--- src/rtl/pmd_pkg.sv ---
// Shared types and constants for the PS/2 mouse packet decoder.
// No dependencies; imported by every module of the block.
package pmd_pkg;

  localparam int unsigned BYTE_W  = 8;
  localparam int unsigned MOVE_W  = 9;
  localparam int unsigned WHEEL_W = 5;
  localparam int unsigned BTN_W   = 5;
  localparam int unsigned CFG_IDX_W = 2;

  // Configuration register indexes
  localparam logic [CFG_IDX_W-1:0] CFG_WHEEL_MODE  = 2'd0;
  localparam logic [CFG_IDX_W-1:0] CFG_FIVE_BUTTON = 2'd1;

  // First-byte flag bits
  localparam int unsigned B0_SYNC_BIT = 3;
  localparam int unsigned B0_XSGN_BIT = 4;
  localparam int unsigned B0_YSGN_BIT = 5;
  localparam int unsigned B0_XOVF_BIT = 6;
  localparam int unsigned B0_YOVF_BIT = 7;

  // Fourth-byte fields
  localparam logic [3:0] WHEEL_NIB_NEG1 = 4'hF;
  localparam logic [1:0] WHEEL_TAG_HORZ = 2'b01;
  localparam int unsigned B3_BACK_BIT = 4;
  localparam int unsigned B3_FWD_BIT  = 5;

  typedef enum logic [1:0] {
    POS_FIRST  = 2'd0,
    POS_SECOND = 2'd1,
    POS_THIRD  = 2'd2,
    POS_FOURTH = 2'd3
  } pos_t;

  typedef struct packed {
    logic              done;
    logic [BYTE_W-1:0] b0;
    logic [BYTE_W-1:0] b1;
    logic [BYTE_W-1:0] b2;
    logic [BYTE_W-1:0] b3;
  } pkt_t;

  typedef struct packed {
    logic wheel_mode;
    logic five_button_mode;
  } cfg_t;

endpackage

--- src/rtl/pmd_assembler.sv ---
// Byte sequencer: syncs on the first byte and gathers a packet.
// Depends on pmd_pkg.
module pmd_assembler
  import pmd_pkg::*;
(
  input  logic              clk,
  input  logic              rst_n,
  input  logic              byte_take,
  input  logic [BYTE_W-1:0] byte_in,
  input  logic              wheel_mode,
  output pkt_t              pkt
);

  pos_t              pos_r, pos_nxt;
  logic [BYTE_W-1:0] b0_r, b1_r, b2_r;

  // Next position
  always_comb begin
    pos_nxt = pos_r;
    if (byte_take) begin
      case (pos_r)
        POS_FIRST:  pos_nxt = byte_in[B0_SYNC_BIT] ? POS_SECOND : POS_FIRST;
        POS_SECOND: pos_nxt = POS_THIRD;
        POS_THIRD:  pos_nxt = wheel_mode ? POS_FOURTH : POS_FIRST;
        POS_FOURTH: pos_nxt = POS_FIRST;
        default:    pos_nxt = POS_FIRST;
      endcase
    end
  end

  // Packet outputs
  always_comb begin
    pkt.done = 1'b0;
    pkt.b0   = b0_r;
    pkt.b1   = b1_r;
    pkt.b2   = b2_r;
    pkt.b3   = byte_in;
    case (pos_r)
      POS_THIRD: begin
        pkt.done = byte_take && !wheel_mode;
        pkt.b2   = byte_in;
        pkt.b3   = '0;
      end
      POS_FOURTH: pkt.done = byte_take;
      default:    pkt.done = 1'b0;
    endcase
  end

  always_ff @(posedge clk) begin
    if (!rst_n) begin
      pos_r <= POS_FIRST;
    end else begin
      pos_r <= pos_nxt;
    end
  end

  always_ff @(posedge clk) begin
    if (byte_take) begin
      case (pos_r)
        POS_FIRST:  b0_r <= byte_in;
        POS_SECOND: b1_r <= byte_in;
        POS_THIRD:  b2_r <= byte_in;
        default:    b0_r <= b0_r;
      endcase
    end
  end

endmodule

--- src/rtl/pmd_decode.sv ---
// Packet field decode: movement, wheel and buttons from a complete packet.
// Depends on pmd_pkg.
module pmd_decode
  import pmd_pkg::*;
(
  input  pkt_t               pkt,
  input  cfg_t               cfg,
  output logic [MOVE_W-1:0]  move_x,
  output logic [MOVE_W-1:0]  move_y,
  output logic [WHEEL_W-1:0] wheel_v,
  output logic [WHEEL_W-1:0] wheel_h,
  output logic [BTN_W-1:0]   buttons
);

  logic               ovf;
  logic [3:0]         nib;
  logic [WHEEL_W-1:0] zv;
  logic               horz;

  always_comb begin
    ovf = pkt.b0[B0_XOVF_BIT] | pkt.b0[B0_YOVF_BIT];
    // A zero magnitude stays zero whatever the sign bit says
    move_x = {pkt.b0[B0_XSGN_BIT] & (pkt.b1 != '0), pkt.b1};
    move_y = {pkt.b0[B0_YSGN_BIT] & (pkt.b2 != '0), pkt.b2};
    if (ovf) begin
      move_x = '0;
      move_y = '0;
    end

    nib  = pkt.b3[3:0];
    zv   = (nib == WHEEL_NIB_NEG1) ? '1 : {1'b0, nib};
    horz = (pkt.b3[7:6] == WHEEL_TAG_HORZ);
    wheel_v = '0;
    wheel_h = '0;
    buttons = {2'b00, pkt.b0[2:0]};
    if (cfg.wheel_mode) begin
      if (horz) begin
        wheel_h = -zv;
      end else begin
        wheel_v = zv;
      end
      if (cfg.five_button_mode) begin
        buttons[3] = pkt.b3[B3_BACK_BIT];
        buttons[4] = pkt.b3[B3_FWD_BIT];
      end
    end
  end

endmodule

--- src/rtl/ps2_mouse_packet_decoder.sv ---
// PS/2 mouse packet decoder, top level: configuration, sequencer, decode
// and the result register. Depends on pmd_pkg, pmd_assembler, pmd_decode.
//
// Takes one mouse byte per request and produces one decoded result per
// packet: three bytes normally, four when wheel_mode is set. Bytes are
// accepted at one per clock; a byte that completes a packet is decoded in
// the same cycle and the result appears on the out_ channel the next cycle
// from a single result register. The input stalls only while that register
// holds a result the consumer is stalling. The decoder waits for a first
// byte with bit 3 set and drops any other first byte. wheel_mode is sampled
// on the third byte to decide whether a fourth follows; the decode itself
// uses the register values current on the completing byte. X and Y are
// sign-extended to 9 bits and both zeroed if either overflow flag is set.
// The wheel nibble gives -1..14 on wheel_vertical, or its negation on
// wheel_horizontal when bits 7:6 of the fourth byte are 01. Back and
// forward buttons come from the fourth byte in five-button mode, which
// only takes effect with wheel_mode set. Configuration writes are always
// ready; indexes beyond five_button_mode are ignored. No clearing pass.
module ps2_mouse_packet_decoder
  import pmd_pkg::*;
(
  input  logic                      clk,
  input  logic                      rst_n,
  // configuration write
  input  logic                      cfg_valid,
  output logic                      cfg_ready,
  input  logic [CFG_IDX_W-1:0]      cfg_index,
  input  logic                      cfg_data,
  // byte requests
  input  logic                      in_valid,
  output logic                      in_stall,
  input  logic [BYTE_W-1:0]         in_data_byte,
  // results
  output logic                      out_valid,
  input  logic                      out_stall,
  output logic signed [MOVE_W-1:0]  out_move_x,
  output logic signed [MOVE_W-1:0]  out_move_y,
  output logic signed [WHEEL_W-1:0] out_wheel_vertical,
  output logic signed [WHEEL_W-1:0] out_wheel_horizontal,
  output logic [BTN_W-1:0]          out_buttons
);

  cfg_t               cfg_r;
  logic               byte_take;
  pkt_t               pkt;
  logic [MOVE_W-1:0]  dx, dy;
  logic [WHEEL_W-1:0] dv, dh;
  logic [BTN_W-1:0]   db;

  logic               out_valid_r, out_valid_nxt;
  logic [MOVE_W-1:0]  mx_r, my_r;
  logic [WHEEL_W-1:0] wv_r, wh_r;
  logic [BTN_W-1:0]   btn_r;

  assign cfg_ready = 1'b1;

  // Hold the config registers; drop writes to unknown indexes
  always_ff @(posedge clk) begin
    if (!rst_n) begin
      cfg_r <= '0;
    end else if (cfg_valid && cfg_ready) begin
      case (cfg_index)
        CFG_WHEEL_MODE:  cfg_r.wheel_mode       <= cfg_data;
        CFG_FIVE_BUTTON: cfg_r.five_button_mode <= cfg_data;
        default:         cfg_r <= cfg_r;
      endcase
    end
  end

  // Stall the input only while a finished result is held up downstream
  assign in_stall  = out_valid_r && out_stall;
  assign byte_take = in_valid && !in_stall;

  pmd_assembler u_asm (
    .clk        (clk),
    .rst_n      (rst_n),
    .byte_take  (byte_take),
    .byte_in    (in_data_byte),
    .wheel_mode (cfg_r.wheel_mode),
    .pkt        (pkt)
  );

  pmd_decode u_dec (
    .pkt     (pkt),
    .cfg     (cfg_r),
    .move_x  (dx),
    .move_y  (dy),
    .wheel_v (dv),
    .wheel_h (dh),
    .buttons (db)
  );

  // Result register: load on completion, clear when taken
  always_comb begin
    out_valid_nxt = out_valid_r;
    if (pkt.done) begin
      out_valid_nxt = 1'b1;
    end else if (out_valid_r && !out_stall) begin
      out_valid_nxt = 1'b0;
    end
  end

  always_ff @(posedge clk) begin
    if (!rst_n) begin
      out_valid_r <= 1'b0;
    end else begin
      out_valid_r <= out_valid_nxt;
    end
  end

  always_ff @(posedge clk) begin
    if (pkt.done) begin
      mx_r  <= dx;
      my_r  <= dy;
      wv_r  <= dv;
      wh_r  <= dh;
      btn_r <= db;
    end
  end

  assign out_valid            = out_valid_r;
  assign out_move_x           = mx_r;
  assign out_move_y           = my_r;
  assign out_wheel_vertical   = wv_r;
  assign out_wheel_horizontal = wh_r;
  assign out_buttons          = btn_r;

endmodule
--- config.mk ---
export PLATFORM = sky130hd
export DESIGN_NAME = ps2_mouse_packet_decoder
export DESIGN_NICKNAME = d
export VERILOG_FILES = /design/src/rtl/pmd_pkg.sv /design/src/rtl/pmd_assembler.sv /design/src/rtl/pmd_decode.sv /design/src/rtl/ps2_mouse_packet_decoder.sv
export SDC_FILE = /design/constraint.sdc
export NUM_CORES = 1
export LEC_CHECK = 0
export BUFFER_PORTS_ARGS = -buffer_cell sky130_fd_sc_hd__buf_4
export CAP_MARGIN = 20
export CORE_ASPECT_RATIO = 0.6
export CORE_UTILIZATION = 30
export CTS_CLUSTER_SIZE = 10
export DETAILED_ROUTE_END_ITERATION = 16
export GPL_ROUTABILITY_DRIVEN = 1
export RECOVER_POWER = 25
export SLEW_MARGIN = 20
export SYNTH_ARGS = -nofsm -noshare
export SYNTH_HDL_FRONTEND = slang
export SYNTH_HIERARCHICAL = 1
export SYNTH_SLANG_ARGS = --single-unit
--- constraint.sdc ---
create_clock -name clk -period 6.1 [get_ports clk]
set_input_delay 1.22 -clock clk [delete_from_list [all_inputs] [get_ports clk]]
set_output_delay 1.22 -clock clk [all_outputs]
set_load 0.02 [all_outputs]
==> metrics.yaml <==
status: "finished clean"
diodes: 0
cts_made_buffers: 9
slowest_stage: "and2_1"
mostFrequentLayoutCells: "edfxtp_1 (56), buf_4 (41), and2_1 (11)"
worstSetupStartpoint: "out_stall"
start_kind: "input pin"
max_slew_margin_pct: 35.61
hold_path.startpoint: "u_asm/b0_r[2]"
place_congestion: 0.7371
crit_required_ns: 4.88
path_cells: "buf_4, and2_1, buf_4"
min_period_ns: 2.870
nFillCells: 764
place_inst: 308
ys_warn_count: 6
num_rows: 25
avgSynthCellArea_um2: 15.77
critPathTopFamily: "buffers and inverters"
place_area_um2: 2938
cts.sinks: 61
insertion_delay_ns: 0.32
overflow: 0
nets: 229
initial_core_util_pct: 31.35
areaGrowthSynthToFinish_pct: 26.42
cts-resized-gates: 0
cp-end-kind: "output pin"
peakVddDrop_v: 0.0001083
synthCells: 158
grt_pass1_vias: 1392
worstSetupPathType: "input pin to output pin"
p_leak_uw: 0.001151
drcViolationCount: 0
core_um2: 7945
critPathMaxStageDelay_ns: 0.17
htree_levels: 3
min_period_over_period_pct: 47.06
firstDrtPassIters: 4
wire_per_inst_um: 14.17
die_h_um: 72.59
cts_max_path_buffers: 2
post_cts_buffers: 0
portBuffers: 50
stdcell_count: 322
die-area_um2: 8684
p_per_area_nw_per_um2: 298.5
critPathMaxFanout: 3
cts_tree: "done"
cts_root_buf: "clkbuf_16"
finalWirelength_mm: 4.564
path_common_cell: "buf_4"
cts_hold_buffers: 0
final_common_cell: "edfxtp_1"
vias_per_cell: 4.317
maxCapViolCount: 0
drt-initial-drc-count: 103
worst_pin_slew_ns: 0.9623
max_freq_mhz: 348.4
path_buf_inv: 2
drive_gt1_share_pct: 33.64
design_area_um2: 3149
cts.clk_slew.worst_paths_ns: 0.05
synth_area_um2: 2491
grt_pass1_wl_mm: 7.286
postRouteAntennaNets: 0
setup_violations: 0
final.setup.tns_ns: 0
drv_slew: 0
num_vias: 1390
grt_start_max_net_pins: 35
top_level_ports: 52
antenna_found_initial: 0
hold_viol_final: 0
fin_util_pct: 39.64
fin_skew_ns: 0.007095
hpwl_mm: 3.173
grt_use_total_pct: 11.80
hold_class: "register to register"
rsz0062_at_grt: "false"
synth_fp_nets: 176
r2r-start: "u_asm/pos_r[0]"
arrival_ns: 1.65
die_x_um: 119.6
==> sequential cells by signal, indices dropped and copies added (netlist names) <==
name,flops
out_wheel_horizontal,5
cfg_r,2
out_move_x,9
u_asm/b1_r,8
out_valid,1
out_wheel_vertical,5
out_buttons,5
u_asm/b2_r,8
u_asm/b0_r,7
out_move_y,9
u_asm/pos_r,2
==> final cells by class <==
cell class	count	area, um^2	share of cell area, %
clock buffer	10	229.0	7.271
tap	108	135.1	4.291
inverter	3	11.26	0.3576
sequential	61	1782	56.58
timing repair buffer	50	345.3	10.97
clock inverter	4	17.52	0.5562
multi-input combinational	86	629.4	19.98
==> through the flow <==
stage	hold slack (ns)	total power (uW)	setup slack, ns
floorplan	0.4427	510.0	3.411
global placement	0.4239	529.6	3.229
detailed placement	0.4165	530.2	3.177
CTS	0.4278	956.9	3.226
global route	0.4277	975.8	3.211
finish	0.4284	940.1	3.230
==> routing by layer <==
layer	GRT usage (%)	part of all wire (%)	vias to the layer above
met3	5.391	6.6	10
met2	15.67	39	45
met1	16.25	53	651
met5	0	0	-
li1	-	-	684
met4	5.417	1.6	0
==> where the power goes <==
part / internal (uW) / switching [uW]
sequential: 467 / 3.87
combinational: 20.1 / 28.4
clock: 264 / 156
total: 752 / 188
==> final timing paths <==
check	endpoint	slack (ns)	cells after the start
max	in_stall	3.23	3
min	out_buttons[2]	0.43	0
max reg2reg	out_move_y[8]	3.74	4
min reg2reg	out_buttons[2]	0.43	0
Power figures use the tool's default switching activity.
